[config.mk]
export PLATFORM = sky130hd
export DESIGN_NAME = rmq_front
export DESIGN_NICKNAME = d
export VERILOG_FILES = /design/src/design/rmq_pkg.sv /design/src/design/rmq_front.sv
export SDC_FILE = /design/constraint.sdc
export NUM_CORES = 1
export LEC_CHECK = 0
export BUFFER_PORTS_ARGS = -buffer_cell sky130_fd_sc_hd__buf_2
export CORE_AREA = 3 3 231 165
export DETAILED_ROUTE_END_ITERATION = 6
export DIE_AREA = 0 0 234 168
export PLACE_DENSITY = 0.71
export SKIP_LAST_GASP = 1
export SYNTH_ARGS = -nofsm -noshare
export SYNTH_HDL_FRONTEND = slang
export SYNTH_SLANG_ARGS = --single-unit
[constraint.sdc]
create_clock -name clk -period 15.2 [get_ports clk]
set_clock_uncertainty 0.15 [all_clocks]
set_input_delay 3.04 -clock clk [delete_from_list [all_inputs] [get_ports clk]]
set_output_delay 3.04 -clock clk [all_outputs]
set_load 0.01 [all_outputs]
[src/design/rmq_pkg.sv]
`timescale 1ns / 1ps
// ----------------------------------------------------------------------------
// rmq_pkg
// Shared types and constants for the matrix to quaternion converter.
// ----------------------------------------------------------------------------
package rmq_pkg;

  localparam int QONE = 16384;
  localparam int RAD_W = 19;
  localparam int ROOT_W = 19;
  localparam int DIFF_W = 18;
  localparam int NUM_W = 33;
  localparam int QUO_W = 34;
  localparam int FIFO_DEPTH = 4;
  localparam int FIFO_AW = 2;
  localparam int FIFO_CW = 3;

  typedef logic signed [15:0] elem_t;

  // Job handed from the front end to the back end.
  typedef struct packed {
    logic [RAD_W-1:0]         rad;
    logic [1:0]               diag_sel;
    logic signed [DIFF_W-1:0] d_x;
    logic signed [DIFF_W-1:0] d_y;
    logic signed [DIFF_W-1:0] d_z;
    logic signed [DIFF_W-1:0] d_w;
  } job_t;

  typedef struct packed {
    logic signed [15:0] x;
    logic signed [15:0] y;
    logic signed [15:0] z;
    logic signed [15:0] w;
    logic               zero;
  } quat_t;

  localparam logic [1:0] SEL_X = 2'd0;
  localparam logic [1:0] SEL_Y = 2'd1;
  localparam logic [1:0] SEL_Z = 2'd2;
  localparam logic [1:0] SEL_W = 2'd3;

endpackage

[src/design/rmq_front.sv]
`timescale 1ns / 1ps
// ----------------------------------------------------------------------------
// rmq_front
// Trace test, axis pick, radicand and component numerators.
// ----------------------------------------------------------------------------
module rmq_front (
  input  logic          clk,
  input  logic          rst_n,
  input  logic          in_valid,
  output logic          in_ready,
  input  rmq_pkg::elem_t m00, m01, m02, m10, m11, m12, m20, m21, m22,
  output logic          job_valid,
  input  logic          job_ready,
  output rmq_pkg::job_t job
);

  logic signed [17:0] tr;
  logic signed [19:0] rad_s;
  logic [1:0] axis;
  rmq_pkg::job_t job_nxt, job_r;
  logic vld_r;

  always_comb begin
    tr = 18'(m00) + 18'(m11) + 18'(m22);
    job_nxt = '0;
    axis = rmq_pkg::SEL_X;
    rad_s = '0;
    if (tr > 0) begin
      rad_s = 20'(tr) + 20'(rmq_pkg::QONE);
      job_nxt.diag_sel = rmq_pkg::SEL_W;
      job_nxt.d_x = 18'(m12) - 18'(m21);
      job_nxt.d_y = 18'(m20) - 18'(m02);
      job_nxt.d_z = 18'(m01) - 18'(m10);
    end else begin
      if (m11 > m00) axis = rmq_pkg::SEL_Y;
      if ((axis == rmq_pkg::SEL_Y) ? (m22 > m11) : (m22 > m00)) axis = rmq_pkg::SEL_Z;
      job_nxt.diag_sel = axis;
      job_nxt.d_x = 18'(m01) + 18'(m10);
      job_nxt.d_y = 18'(m01) + 18'(m10);
      job_nxt.d_z = 18'(m02) + 18'(m20);
      job_nxt.d_w = 18'(m12) - 18'(m21);
      case (axis)
        rmq_pkg::SEL_X: begin
          rad_s = 20'(m00) - 20'(m11) - 20'(m22) + 20'(rmq_pkg::QONE);
          job_nxt.d_y = 18'(m01) + 18'(m10);
          job_nxt.d_z = 18'(m02) + 18'(m20);
          job_nxt.d_w = 18'(m12) - 18'(m21);
        end
        rmq_pkg::SEL_Y: begin
          rad_s = 20'(m11) - 20'(m22) - 20'(m00) + 20'(rmq_pkg::QONE);
          job_nxt.d_z = 18'(m12) + 18'(m21);
          job_nxt.d_x = 18'(m10) + 18'(m01);
          job_nxt.d_w = 18'(m20) - 18'(m02);
        end
        default: begin
          rad_s = 20'(m22) - 20'(m00) - 20'(m11) + 20'(rmq_pkg::QONE);
          job_nxt.d_x = 18'(m20) + 18'(m02);
          job_nxt.d_y = 18'(m21) + 18'(m12);
          job_nxt.d_w = 18'(m01) - 18'(m10);
        end
      endcase
    end
    job_nxt.rad = rad_s[19] ? '0 : rad_s[18:0];
  end

  assign in_ready = !vld_r || job_ready;

  always_ff @(posedge clk) begin
    if (!rst_n) vld_r <= 1'b0;
    else if (in_ready) vld_r <= in_valid;
    if (in_ready && in_valid) job_r <= job_nxt;
  end

  assign job_valid = vld_r;
  assign job = job_r;

endmodule

# == Yosys cells after proc, flatten, opt, wreduce, memory -nomap -nowiden ==
# Cells that the tools add are included.
# word_totals
regBits,94
out_inout_bits,95
wordCells,48
# classes
addsub,18
order_cmp,4
n_eq_ne,2
n_mux,12
n_reduce_logical,5
# ops
cell,n
$sub 16x16->17,6
$add 18x16->19 const B,4
$add 16x16->17,4
$mux 18,3
$mux 54,1
$sub 17x16->18,3
$gt 16x16->1,3
$pmux 20 s2,1
$pmux 18 s2,1
$mux 20,1
$add 17x16->18,1
$gt 18x1->1 const B,1
$mux 2,3
$eq 2x1->1 const B,2
$logic_not 2->1,1
$mux 1,2
$reduce_or 2->1,1
$logic_and 1x1->1,1
$logic_not 1->1,1
$logic_or 1x1->1,1

# == Depth between registers and ports, before layout ==
# logic_depth
ltp_word,12
mapped_depth,22
mapped_depth_nobuf,20

# == Worst setup path before layout ==
# Ideal clock, no wire load.
# synth_path
kind,input-to-reg
from,input port m00[2]
to,"register job_r, in the netlist job[63], data pin"
arrival_time_ns,7.167
slack_ns,7.623
cell_stages,22
n_path_buf,2
cell_sequence,inv_1 -> fa_1 -> inv_1 -> ha_1 -> a21o_1 -> and4_1 -> nor3b_2 -> or2_0 -> clkbuf_1 -> o311ai_0 -> xor2_1 -> inv_1 -> ha_1 -> nor4b_1 -> nand2_1 -> nor3_1 -> nand3_1 -> and4b_1 -> o211ai_1 -> nand2_1 -> buf_2 -> mux2_2
# synth_rtl
item,line_no,text
from (decl),rmq_front.sv:11,"input rmq_pkg::elem_t m00, m01, m02, m10, m11, m12, m20, m21, m22,"
to (signal assigned),rmq_front.sv:71,if (in_ready && in_valid) job_r <= job_nxt;
to (decl),rmq_front.sv:20,"rmq_pkg::job_t job_nxt, job_r;"

==> flow_metrics.py <==
metrics = {
    "min_path": {
        "timing.hold.worst.class": "reg2reg",
    },
    "power": {
        "vdd.ir_drop.worst_uv": 55.99,
        "static-leakage-power_nw": 8.587,
        "design_power_total_w": 0.001834,
        "power_density_mw_per_mm2": 101.2,
    },
    "synth": {
        "post_synth_main_area_contributors": "ha_1 (23%), edfxtp_1 (17%), fa_1 (9.2%)",
        "synth_area_per_inst_um2": 8.921,
        "ys_async_rst_share_pct": 0,
        "ys_warn_count": 0,
        "synth_area_leader": "ha_1",
        "mappedNetlistNets": 2333,
        "synth_cell_types": 85,
        "synth-edff-count": 89,
        "seq_area_frac_synth_pct": 16.67,
        "synth.cell_area_mm2": 0.01616,
        "post-synth-top-area-fraction_pct": 23.23,
        "postSynth.topFlopCell": "edfxtp_1",
        "postSynthRegisterBits": 90,
        "post_synth_inst_count": 1811,
    },
    "global_routing": {
        "grt_pass1_vias": 13740,
        "grt_first_pass_wirelength_mm": 79.58,
        "grt_max_degree": 62,
        "grt-ovfl-total": 0,
        "grt_antenna_before_repair": 10,
        "grt_util_all_layers_pct": 26.25,
    },
    "critical_path": {
        "worst_path_dominant_cell_family": "simple AND/OR/NAND/NOR gates",
        "cp.buffers_inverters": 5,
        "crit_start_category": "input port",
        "timing.setup.critical_path_class": "in2reg",
        "worst_path_most_repeated_cell": "inv_1",
        "critical_path.max_fanout": 61,
        "crit_path_max_incr_delay_ns": 0.70,
        "timing.critical_path.required_ns": 15.16,
        "crit_slowest_cell": "buf_4",
        "critical_path_arrival_ns": 8.85,
        "path_cells": "buf_2 -> inv_1 -> fa_1 -> inv_1 -> ha_1 -> a21o_1 -> and4_1 -> nor3b_2 -> or2_0 -> o311ai_0 -> xor2_1 -> inv_1 -> ha_1 -> nor4b_1 -> nand2_1 -> nor3_1 -> nand3_1 -> and4b_1 -> o211ai_1 -> nand2_2 -> buf_4 -> mux2_2",
        "kind_of_capture_point_of_the_worst_setup_path": "register",
    },
    "sta": {
        "finalSetupViolCount": 0,
        "clock.fmax_mhz": 112.6,
        "postLayoutSetupSlackWorst_ns": 6.318,
        "hold_viol": 0,
        "min_period_over_period_pct": 58.43,
        "maxSlewViolCount": 0,
        "tightest_slew_ns": 1.349,
        "setup-tns-final_ns": 0,
        "worst_slew_margin_rel_pct": 8.807,
        "setup_repair_after_global_routing_missed_its_margin": "no",
        "timing.final.crit_period_ns": 8.882,
    },
    "drt": {
        "antenna_left": 0,
        "route.final.wire_length_mm": 52.43,
        "drc_violation_total_after_the_first_tritonroute_iteration": 1554,
        "post-route-drc-count": 0,
        "vias_per_std_cell": 5.723,
        "drt-wirelength-per-cell_um": 20.97,
        "drt_pass1_iterations": 6,
        "num_vias": 14310,
    },
    "clock_tree": {
        "clock_latency_ns": 0.36,
        "post_cts_buffers": 0,
        "maximum_level_of_the_cts_h_tree": 3,
        "postCtsHoldBufs": 0,
        "cts_inserted_buffers": 9,
        "clockBufferDepth": 2,
        "clk_pin_slew_ns": 0.07,
        "root_buffer": "clkbuf_16",
        "gates_resized_cts_repair": 0,
        "cts_tree": "built",
        "clkSinkCount": 90,
    },
    "placement": {
        "post-dp-hpwl_mm": 43.08,
        "pre_cts_slack_ns": 6.048,
        "gp_congestion": 0.9813,
        "port_buffers": 242,
        "placed_instance_area_mm2": 0.01777,
    },
    "outcome": {
        "outcome": "complete, no violations",
    },
    "layout": {
        "layout-drive-gt1-share_pct": 16.96,
        "layout_area_overhead_pct": 12.15,
        "net_count_of_the_finished_layout": 2533,
        "leading_cell_type_in_the_layout_fill_and_taps_excluded": "ha_1",
        "most-common-layout-cells": "ha_1 (300), buf_2 (242), inv_1 (229)",
        "layout.core_utilization_pct": 50.44,
        "post-route-cell-area_mm2": 0.01812,
    },
    "die": {
        "fp.dieH_um": 168,
        "die_x_um": 234,
        "placeableCoreArea_mm2": 0.03592,
        "floorplan.rows": 58,
        "initial_utilization_pct": 44.97,
        "die_area_mm2": 0.03931,
        "ios": 243,
    },
    "job": {
        "drv_cap": 0,
    },
}
## worst min-delay path: cells and delay by family (launching register included)
family	cells	cell delay, ns
DFF	1	0.31
and+or+nand+nor	1	0.10
AOI/OAI and AO/OA	1	0.09
## flip-flops by register name, summed over array words and instances, names as in the netlist
signal,count
job_valid,1
job,89
## where the power goes
part / total [W] / internal, W / switching, W
logic: 0.00118 / 0.000476 / 0.000702
registers: 0.000392 / 0.000362 / 0.0000295
clock network: 0.000264 / 0.000161 / 0.000103
total: 0.00183 / 0.000999 / 0.000835
## final timing paths
| path | slack (ns) | end | cells past startpoint | startpoint |
|---|---|---|---|---|
| setup / recovery | 6.32 | job[60] | 22 | m00[2] |
| hold / removal | 0.40 | job_valid | 2 | job_valid |
| setup reg to reg | 13.05 | job[54] | 3 | job_valid |
| hold reg to reg | 0.40 | job_valid | 2 | job_valid |
## cells in the mapped netlist, types with 7 or more instances
| cell | n |
|---|---|
| mux2i_1 | 45 |
| ha_1 | 300 |
| o31ai_2 | 10 |
| or2_2 | 7 |
| nor2_1 | 102 |
| nor2b_1 | 41 |
| mux2_2 | 39 |
| nand3_1 | 22 |
| o21bai_1 | 19 |
| nand2_1 | 71 |
| o31a_1 | 8 |
| fa_1 | 74 |
| clkbuf_1 | 36 |
| a2111oi_0 | 7 |
| nor4_1 | 10 |
| a221oi_1 | 11 |
| nand2b_1 | 19 |
| a21o_1 | 24 |
| a211oi_1 | 35 |
| and3_1 | 8 |
| nor3_1 | 42 |
| o21a_1 | 30 |
| a31oi_1 | 12 |
| nand3b_1 | 7 |
| or3_1 | 15 |
| xor2_1 | 26 |
| edfxtp_1 | 89 |
| a211o_1 | 7 |
| and2_1 | 13 |
| buf_2 | 16 |
| a21oi_1 | 125 |
| inv_1 | 229 |
| o21ai_0 | 75 |
| o31ai_1 | 16 |
| xnor2_1 | 92 |
| o211ai_1 | 16 |
## cells by family (layout without fill, tap and decap cells)
| family | count (synthesis) | after routing | share of synthesized area [%] |
|---|---|---|---|
| AOI/OAI and AO/OA | 465 | 465 | 19.63 |
| xor gates and xnor gates | 118 | 118 | 6.397 |
| adders and majority gates | 374 | 374 | 32.40 |
| buffers and inverters | 294 | 499 | 7.234 |
| DFF | 90 | 90 | 16.67 |
| muxes | 85 | 85 | 5.576 |
| other | 1 | 5 | 0.02321 |
| and+or+nand+nor | 384 | 384 | 12.07 |
## layer usage
layer | GRT usage (%) | wire length [um] | share of wire, % | up-vias
li1 | - | - | - | 6743
met1 | 39.32 | 24970 | 48 | 6897
met2 | 37.61 | 21320 | 41 | 581
met3 | 6.225 | 4913 | 9.4 | 79
met4 | 6.594 | 1166 | 2.2 | 8
met5 | 0 | 66 | 0.13 | -
## cell type report
class	count	area, um2
inverters	230	863.3
multi-input cells	1427	12320
diodes	4	10.01
fillers	3381	17800
clock inverters	5	102.6
flip-flops and latches	90	2693
repair buffers	253	1294
clock buffers	11	232.7
well taps	480	600.6
## stage by stage
step	std cells	hold slack [ns]
3_3_place_gp	2480	0.3703
3_5_place_dp	2480	0.3994
4_1_cts	2496	0.4073
5_1_grt	2498	0.4433
2_1_floorplan	1811	0.4596
6_report	2500	0.3975
Note: power is estimated with default switching activity, not from simulation.
