==> src/design/rmq_pkg.sv <==
`timescale 1ns / 1ps
// ----------------------------------------------------------------------------
// rmq_pkg
// Shared types and constants for the matrix to quaternion converter.
// ----------------------------------------------------------------------------
package rmq_pkg;

  localparam int QONE = 16384;
  localparam int RAD_W = 19;
  localparam int ROOT_W = 19;
  localparam int DIFF_W = 18;
  localparam int NUM_W = 33;
  localparam int QUO_W = 34;
  localparam int FIFO_DEPTH = 4;
  localparam int FIFO_AW = 2;
  localparam int FIFO_CW = 3;

  typedef logic signed [15:0] elem_t;

  // Job handed from the front end to the back end.
  typedef struct packed {
    logic [RAD_W-1:0]         rad;
    logic [1:0]               diag_sel;
    logic signed [DIFF_W-1:0] d_x;
    logic signed [DIFF_W-1:0] d_y;
    logic signed [DIFF_W-1:0] d_z;
    logic signed [DIFF_W-1:0] d_w;
  } job_t;

  typedef struct packed {
    logic signed [15:0] x;
    logic signed [15:0] y;
    logic signed [15:0] z;
    logic signed [15:0] w;
    logic               zero;
  } quat_t;

  localparam logic [1:0] SEL_X = 2'd0;
  localparam logic [1:0] SEL_Y = 2'd1;
  localparam logic [1:0] SEL_Z = 2'd2;
  localparam logic [1:0] SEL_W = 2'd3;

endpackage

==> src/design/rmq_fifo.sv <==
`timescale 1ns / 1ps
// ----------------------------------------------------------------------------
// rmq_fifo
// Small job queue between front and back ends.
// ----------------------------------------------------------------------------
module rmq_fifo (
  input  logic          clk,
  input  logic          rst_n,
  input  logic          wr_valid,
  output logic          wr_ready,
  input  rmq_pkg::job_t wr_data,
  output logic          rd_valid,
  input  logic          rd_ready,
  output rmq_pkg::job_t rd_data
);

  rmq_pkg::job_t mem_r [rmq_pkg::FIFO_DEPTH];
  logic [rmq_pkg::FIFO_AW-1:0] wp_r, rp_r;
  logic [rmq_pkg::FIFO_CW-1:0] cnt_r;
  logic wr, rd;

  function automatic logic [rmq_pkg::FIFO_CW-1:0] FIFO_inc(input logic b);
    return {{(rmq_pkg::FIFO_CW-1){1'b0}}, b};
  endfunction

  assign wr_ready = cnt_r != rmq_pkg::FIFO_CW'(rmq_pkg::FIFO_DEPTH);
  assign rd_valid = cnt_r != '0;
  assign wr = wr_valid && wr_ready;
  assign rd = rd_valid && rd_ready;
  assign rd_data = mem_r[rp_r];

  always_ff @(posedge clk) begin
    if (!rst_n) begin
      wp_r <= '0;
      rp_r <= '0;
      cnt_r <= '0;
    end else begin
      if (wr) wp_r <= wp_r + 1'b1;
      if (rd) rp_r <= rp_r + 1'b1;
      cnt_r <= cnt_r + FIFO_inc(wr) - FIFO_inc(rd);
    end
    if (wr) mem_r[wp_r] <= wr_data;
  end

endmodule

==> config.mk <==
export PLATFORM = sky130hd
export DESIGN_NAME = rmq_fifo
export DESIGN_NICKNAME = d
export VERILOG_FILES = /design/src/design/rmq_pkg.sv /design/src/design/rmq_fifo.sv
export SDC_FILE = /design/constraint.sdc
export NUM_CORES = 1
export LEC_CHECK = 0
export ABC_AREA = 1
export BUFFER_PORTS_ARGS = -buffer_cell sky130_fd_sc_hd__buf_4
export CORE_AREA = 2 2 192 194
export DETAILED_ROUTE_END_ITERATION = 8
export DIE_AREA = 0 0 194 196
export PLACE_DENSITY = 0.64
export SYNTH_ARGS = -nofsm -noshare
export SYNTH_HDL_FRONTEND = slang
export SYNTH_SLANG_ARGS = --single-unit
==> constraint.sdc <==
create_clock -name clk -period 13.3 [get_ports clk]
set_input_delay 1.33 -clock clk [delete_from_list [all_inputs] [get_ports clk]]
set_output_delay 1.33 -clock clk [all_outputs]
set_load 0.05 [all_outputs]
# Yosys cells after proc, flatten, opt, wreduce, memory -nomap -nowiden
# Memories as Yosys holds them, arrays and structs flattened. A register that Yosys moved wholly into a read port is not among the register bits.
# Cells that the tools add are included.
dict set report op_classes {
  shifts 0
  div 0
  mul 0
  addsub 4
  bitwise 0
  n_mux 4
  n_reduce_logical 3
  magnitude_cmp 0
  eq_ne 1
}
# cell n
set op_table {}
lappend op_table {{adder 2 x 1 -> 2 bit, second input constant} 2}
lappend op_table {{2-to-1 mux 2 bit} 2}
lappend op_table {{adder 3 x 1 -> 3 bit} 1}
lappend op_table {{inequality test 3 bit, second input constant} 1}
lappend op_table {{nonzero test 3 bit} 1}
lappend op_table {{subtractor 3 x 1 -> 3 bit} 1}
lappend op_table {{logical AND 1 bit} 2}
lappend op_table {{2-to-1 mux 1 bit} 2}
dict set report word_totals {
  mem_bits_rw 372
  elab_cells 16
  out_inout_bits 95
  latch_bits 0
  input_bits 97
  reg_bits 7
  mem_bits_ro 0
  n_memories 1
}
# name depth word_bits rd rd_clocked_by_memory_dff wr line
set mem_list {}
lappend mem_list {mem_r 4 93 1 1 1 rmq_fifo.sv:17} ;# rmq_pkg::job_t mem_r [rmq_pkg::FIFO_DEPTH];

# Logic depth before layout (Yosys ltp)
# Gate-level depths: netlist of run 1.
dict set report logic_depth {
  depth_word 4
  mapped_depth 10
  depth_no_buf 10
}

# Least setup slack after synthesis of run 1
# OpenSTA, ideal clock, no wires.
dict set report synth_timing {
  path_kind {input port to flip-flop}
  startpoint {input port wr_valid}
  endpoint {memory mem_r[0][0] in the netlist's numbering (enable)}
  setup_ns 0.546
  cell_stages 2
  path_slack_ns 7.396
  arrival_ns 5.358
  path_buffers 0
  t_required_ns 12.754
  path_cell_list {nand2_1 -> nor2_1}
}
dict set report synth_between {
  elab_chain_len 3
}
# item line
set synth_rtl {}
lappend synth_rtl {{from (decl)} rmq_fifo.sv:9} ;# input logic wr_valid,
lappend synth_rtl {{logical AND 1 bit} rmq_fifo.sv:28} ;# assign wr = wr_valid && wr_ready;
lappend synth_rtl {{2-to-1 mux 1 bit} rmq_fifo.sv:42} ;# if (wr) mem_r[wp_r] <= wr_data;
lappend synth_rtl {{2-to-1 mux 1 bit (implied by the code)} rmq_fifo.sv:42}
lappend synth_rtl {{to (decl)} rmq_fifo.sv:17}
# Every way passes these cells.

==> impl_metrics.yaml, run 1 <==
floorplan:
  die_h_um: 196
  io_pins: 192
  start_util_pct: 39.4
  core_um2: 36100
  die_area_um2: 38000
  fp-row-count: 70
  die_x_um: 194
placed_design:
  io_buffers: 191
  gp_congestion: 0.698
  post-dp-hpwl_um: 17500
  postPlaceCellArea_um2: 16000
  place_ws_ns: 8.76
setup_path:
  path_cells: "clkinv_2, buf_4, o21ai_1, o22ai_1, buf_4"
  crit_path_frequent_cell: "buf_4"
  crit_type: "flop to output pin"
  cp_max_fo: 94
  worstPathArrival_ns: 3.66
  crit_slowest_cell: "dfxtp_4"
  end_kind: "output pin"
  cp-start-kind: "flop"
  required_ns: 11.97
  crit_buf_inv: 3
  path_delay_family: "buffers and inverters"
  cpPeakStageDelay_ns: 1.06
drt:
  vias: 8460
  ant_nets: 0
  wl_per_cell_um: 19.1
  drtIter0Drc: 562
  firstDrtPassIters: 5
  drc: 0
  drt_wl_total_um: 31500
  viasPerCell: 5.14
yosys:
  synthAdderAreaFrac_pct: 0.669
  synth_mux_area_share_pct: 0
  yosysSeqAreaShare_pct: 79.8
  synth_area_um2: 14200
  synth_top_family_by_area: "compound AO/OA/AOI/OAI gates"
  synth_largest_area_cell: "edfxtp_1"
  synth_top_area_share_pct: 78.5
  ys_ff_latch: 381
  synth-xor-area-share_pct: 0
  yosys_warnings: 0
  synth-simple-area-share_pct: 5.67
  syn_area_per_cell_um2: 14.8
  syn_inst: 964
  synth_compound_area_share_pct: 10.9
  synth.distinct_cells: 19
  netlist_top_cells_area: "edfxtp_1 79%, nor2_1 5.2%, o21ai_0 4.8%"
  syn-num-nets: 1068
sta:
  finalHoldViolCount: 0
  setup_violations: 0
  fin_ws_ns: 8.31
  maxSlewViolCount: 0
  tightest_slew_ns: 1.21
  clock_skew_ns: 0.0229
  rsz0062_at_grt: "no"
  min_period_ns: 4.99
  max_slew_margin_pct: 19.5
  fmax_ghz: 0.200
  finalSetupTns_ns: 0
  period_share_pct: 37.5
worst_hold_path:
  hp-class: "flop to flop"
clock_tree:
  cts.clk_slew.worst_paths_ns: 0.06
  cts_buffer_depth: 3
  root_buffer: "clkbuf_16"
  cts_resized: 0
  clkSinkCount: 381
  h-tree-depth: 2
  cts_hold_buffers: 0
  cts_tree: "done"
  cts_setup_buffers: 0
  cts_buffers: 41
  clk_latency_ns: 0.53
power_and_ir_drop:
  power_density_nw_per_um2: 217
  p_leak_nw: 6.00
  power_mw: 3.74
  vdd_drop_max_mv: 0.139
status:
  status: "completed"
final_layout:
  area_delta_synth_final_pct: 21.4
  drive_gt1_share_pct: 22.4
  fillers: 3167
  final_design_area_no_fill_um2: 17300
  regArea_um2: 11400
  nNetsFinal: 1253
  multiInputGateArea_um2: 2480
grt:
  grt_max_degree: 111
  grt_usage_pct: 16.2
  grt_pass1_vias: 8367
  grt.overflow.total: 0
  antenna_found_initial: 2
  grt_pass1_wl_um: 47900
flow_run:
  drv_cap: 0
[cell usage in the layout, fill, tap and decap left out, types with 4 or more instances in the layout]
| cell type | instances |
|---|---|
| nor2_1 | 194 |
| a21oi_1 | 4 |
| clkinv_2 | 6 |
| clkinv_1 | 10 |
| o21ai_1 | 50 |
| edfxtp_1 | 372 |
| clkbuf_16 | 41 |
| nor2_4 | 4 |
| clkbuf_1 | 7 |
| dfxtp_1 | 7 |
| ha_1 | 6 |
| nand2_1 | 13 |
| o22ai_1 | 93 |
| o21ai_0 | 137 |
| inv_1 | 14 |
| buf_4 | 202 |
[metal layers]
metal,wire length [um],vias up,share of wire [%],global-route usage [%]
li1,-,4002,-,-
met1,14000,4176,44,22.0
met5,0,-,0,0
met2,14700,230,47,26.2
met3,2150,52,6.8,3.97
met4,601,0,1.9,4.57
[cells by family (layout without fill, tap and decap cells)]
| family | Yosys count | after routing |
|---|---|---|
| AO/OA/AOI/OAI | 286 | 286 |
| adder cells (fa/ha/maj) | 7 | 7 |
| buffers and inverters | 76 | 288 |
| flip-flops | 381 | 381 |
| other | 0 | 2 |
| AND/OR/NAND/NOR | 214 | 214 |
[per-stage QoR]
step | cells | hold slack, ns | util (%)
after floorplan | 964 | 0.448 | -
after global placement | 1574 | 0.458 | 44.4
after detailed placement | 1574 | 0.480 | 44.4
after CTS | 1644 | 0.495 | 47.8
after global routing | 1645 | 0.516 | 47.9
final | 1646 | 0.491 | 47.9
[layout make-up]
class	count	share of cell area, %
multi-input combinational	507	14.4
tap	468	3.39
timing repair buffer	202	8.78
clock inverter	22	1.17
clock buffer	48	6.09
sequential	381	65.8
inverter	16	0.384
antenna	2	0.0290
[flip-flops by register name, indices dropped and copies added, names as in the netlist, named ones only]
register	cells
wp_r	2
mem_r	372
cnt_r	3
rp_r	2
[where the power goes]
group	switching, mW	internal [mW]	total, mW
sequential	0.0405	1.46	1.50
combinational	0.884	0.300	1.18
clock	0.434	0.623	1.06
[final timing paths]
| check | slack (ns) | end | depth (start not counted) | start |
|---|---|---|---|---|
| max | 8.31 | rd_data[68] | 5 | flop |
| min | 0.49 | rp_r[0] | 2 | rp_r[0] |
| max reg2reg | 10.08 | mem_r[3][74] | 5 | cnt_r[1] |
| min reg2reg | 0.49 | rp_r[0] | 2 | rp_r[0] |
[synth_stat cells (all sizes together)]
cell and count:
a21boi 2, a21oi 4, buf 30, clkbuf 30, dfxtp 9, edfxtp 372, fa 1, ha 6
inv 16, nand2 13, nand3 3, nor2 198, o21ai 187, o22ai 93
[worst register-to-register path: cells and delay by family, from the launching register on]
family,cells,cell delay (ns)
buffers and inverters,1,0.94
flip-flops,1,0.40
AND/OR/NAND/NOR,4,1.44
No activity file was read; power rests on OpenSTA's default activity.
==> run 2, diff against run 1 <==
==> constraint.sdc (replaced) <==
create_clock -name clk -period 4.9 [get_ports clk]
set_input_delay 0.49 -clock clk [delete_from_list [all_inputs] [get_ports clk]]
set_output_delay 0.49 -clock clk [all_outputs]
set_load 0.05 [all_outputs]
==> run 2 against run 1 <==
- non-clock buffer count down 2
- worst setup slack got worse by 7.2 ns
- combinational power increased to 2.7 times the previous value
- routed wire length up 1.3%
- first-iteration DRC count is 5.2% lower
- clock power rose to 2.5 times the previous value
- die area stayed put
- via count grew 1.6%
- count of clock-buffer cells in the layout grew 1
- critical path type unchanged
- highest routed layer is now met5
==> impl_metrics.yaml, run 2 (synthesis results as in run 1) <==
status:
  status: "completed"
drt:
  ant_nets: 0
  viasPerCell: 5.23
  drtIter0Drc: 533
  firstDrtPassIters: 5
  drc: 0
  wl_per_cell_um: 19.4
  drt_wl_total_um: 31900
  vias: 8599
power_and_ir_drop:
  swShare_pct: 36.7
  pwr-share-comb_pct: 32.1
  p_leak_nw: 5.95
  vdd_drop_max_mv: 0.396
  power_density_nw_per_um2: 580
  clockPowerShare_pct: 26.7
  seq_power_share_pct: 41.1
  power_mw: 9.98
  p_int_mw: 6.32
  power.switching_mw: 3.66
final_layout:
  largest_reg_flops: 372
  regMostFlops: "mem_r"
  fin_cells: 1643
  nNetsFinal: 1250
  top_regs: "mem_r x372, cnt_r x3"
  final_design_area_no_fill_um2: 17200
  area_delta_synth_final_pct: 21.0
  layout.cells.most_common: "edfxtp_1"
  fillers: 3176
  fin_util_pct: 47.7
  final_cell_mix: "372 x edfxtp_1, 195 x buf_4, 194 x nor2_1"
  drive_gt1_share_pct: 21.9
floorplan:
  die_x_um: 194
  io_pins: 192
  die_h_um: 196
  core_um2: 36100
  fp-row-count: 70
  start_util_pct: 39.4
  die_area_um2: 38000
grt:
  grt_usage_pct: 16.4
  antenna_found_initial: 4
  grt.overflow.total: 0
  grt_max_degree: 150
  grt_pass1_vias: 8363
  grt_pass1_wl_um: 48400
sta:
  max_slew_margin_pct: 24.4
  finalHoldViolCount: 0
  setup_violations: 0
  fin_worst_hold_slack_ns: 0.179
  tightest_slew_ns: 1.13
  rsz0062_at_grt: "no"
  maxSlewViolCount: 0
  period_share_pct: 77.4
  fmax_ghz: 0.264
  min_period_ns: 3.79
  clock_skew_ns: 0.0119
clock_tree:
  cts_setup_buffers: 0
  root_buffer: "clkbuf_16"
  cts_buffer_depth: 3
  clk_latency_ns: 0.51
  h-tree-depth: 2
  cts_resized: 0
  clkSinkCount: 381
  cts_hold_buffers: 0
  cts_tree: "done"
  cts.clk_slew.worst_paths_ns: 0.06
  cts_buffers: 40
setup_path:
  cp-start-kind: "flop"
  crit_type: "flop to output pin"
  worstPathArrival_ns: 3.30
  end_kind: "output pin"
  required_ns: 4.41
  cp_max_fo: 104
worst_hold_path:
  hp-class: "input pin to flop"
placed_design:
  post-dp-hpwl_um: 17300
  placed_cells: 1572
  postPlaceCellArea_um2: 16100
  gp_congestion: 0.706
  io_buffers: 191
flow_run:
  drv_cap: 0
==> run 2: cell types whose count changed in the layout (fill, tap and decap cells not counted) <==
cell,delta
buf_4,-7
buf_12,+5
bufinv_16,-3
clkinv_1,+2
clkinv_8,-2
clkinvlp_4,+2
clkbuf_1,+1
clkinv_2,-1
clkinv_4,+1
inv_6,-1
==> run 2: worst max-delay path: stages, from the launching register on <==
cell and delay, ns:
dfxtp_4 0.92, buf_4 0.92, o21ai_0 0.24, o22ai_1 0.34, buf_4 0.26
==> run 2: per-layer routing <==
metal,wire (um),global-route usage (%),vias to the layer above
met1,14000,22.5,4262
met2,14900,26.4,281
met4,569,4.15,4
li1,-,-,4002
met5,30,0,-
met3,2410,4.01,50
==> run 2: final timing paths <==
check,startpoint,endpoint,slack [ns],depth (start not counted)
hold / removal,wr_data[10],mem_r[0][10],0.18,1
setup reg to reg,cnt_r[1],mem_r[0][62],2.16,5
setup / recovery,flop,rd_data[31],1.11,4
hold reg to reg,rp_r[0],rp_r[0],0.48,2
==> run 2: metrics by stage <==
step	TNS, ns	worst slack (ns)
floorplan	-246.59	-0.663
global placement	0	1.71
detailed placement	0	1.64
CTS	0	1.08
global route	0	0.894
finish	0	1.11
==> run 2: layout make-up <==
class	count	area, um^2	area share (%)
antenna	2	5.00	0.0291
clock buffer	49	1060	6.13
clock inverter	20	96.3	0.560
inverter	16	66.3	0.385
multi-input combinational	507	2480	14.4
sequential	381	11400	66.0
tap	468	586	3.40
timing repair buffer	200	1560	9.08
==> run 2: power groups by stage <==
stage / clock network (mW) / logic (mW) / registers [mW]
after global routing: 2.88 / 3.40 / 4.14
after detailed placement: 0 / 3.25 / 4.18
final: 2.67 / 3.21 / 4.11
after global placement: 0 / 3.22 / 4.17
after CTS: 2.75 / 3.25 / 4.11
after floorplan: 0 / 2.28 / 4.15
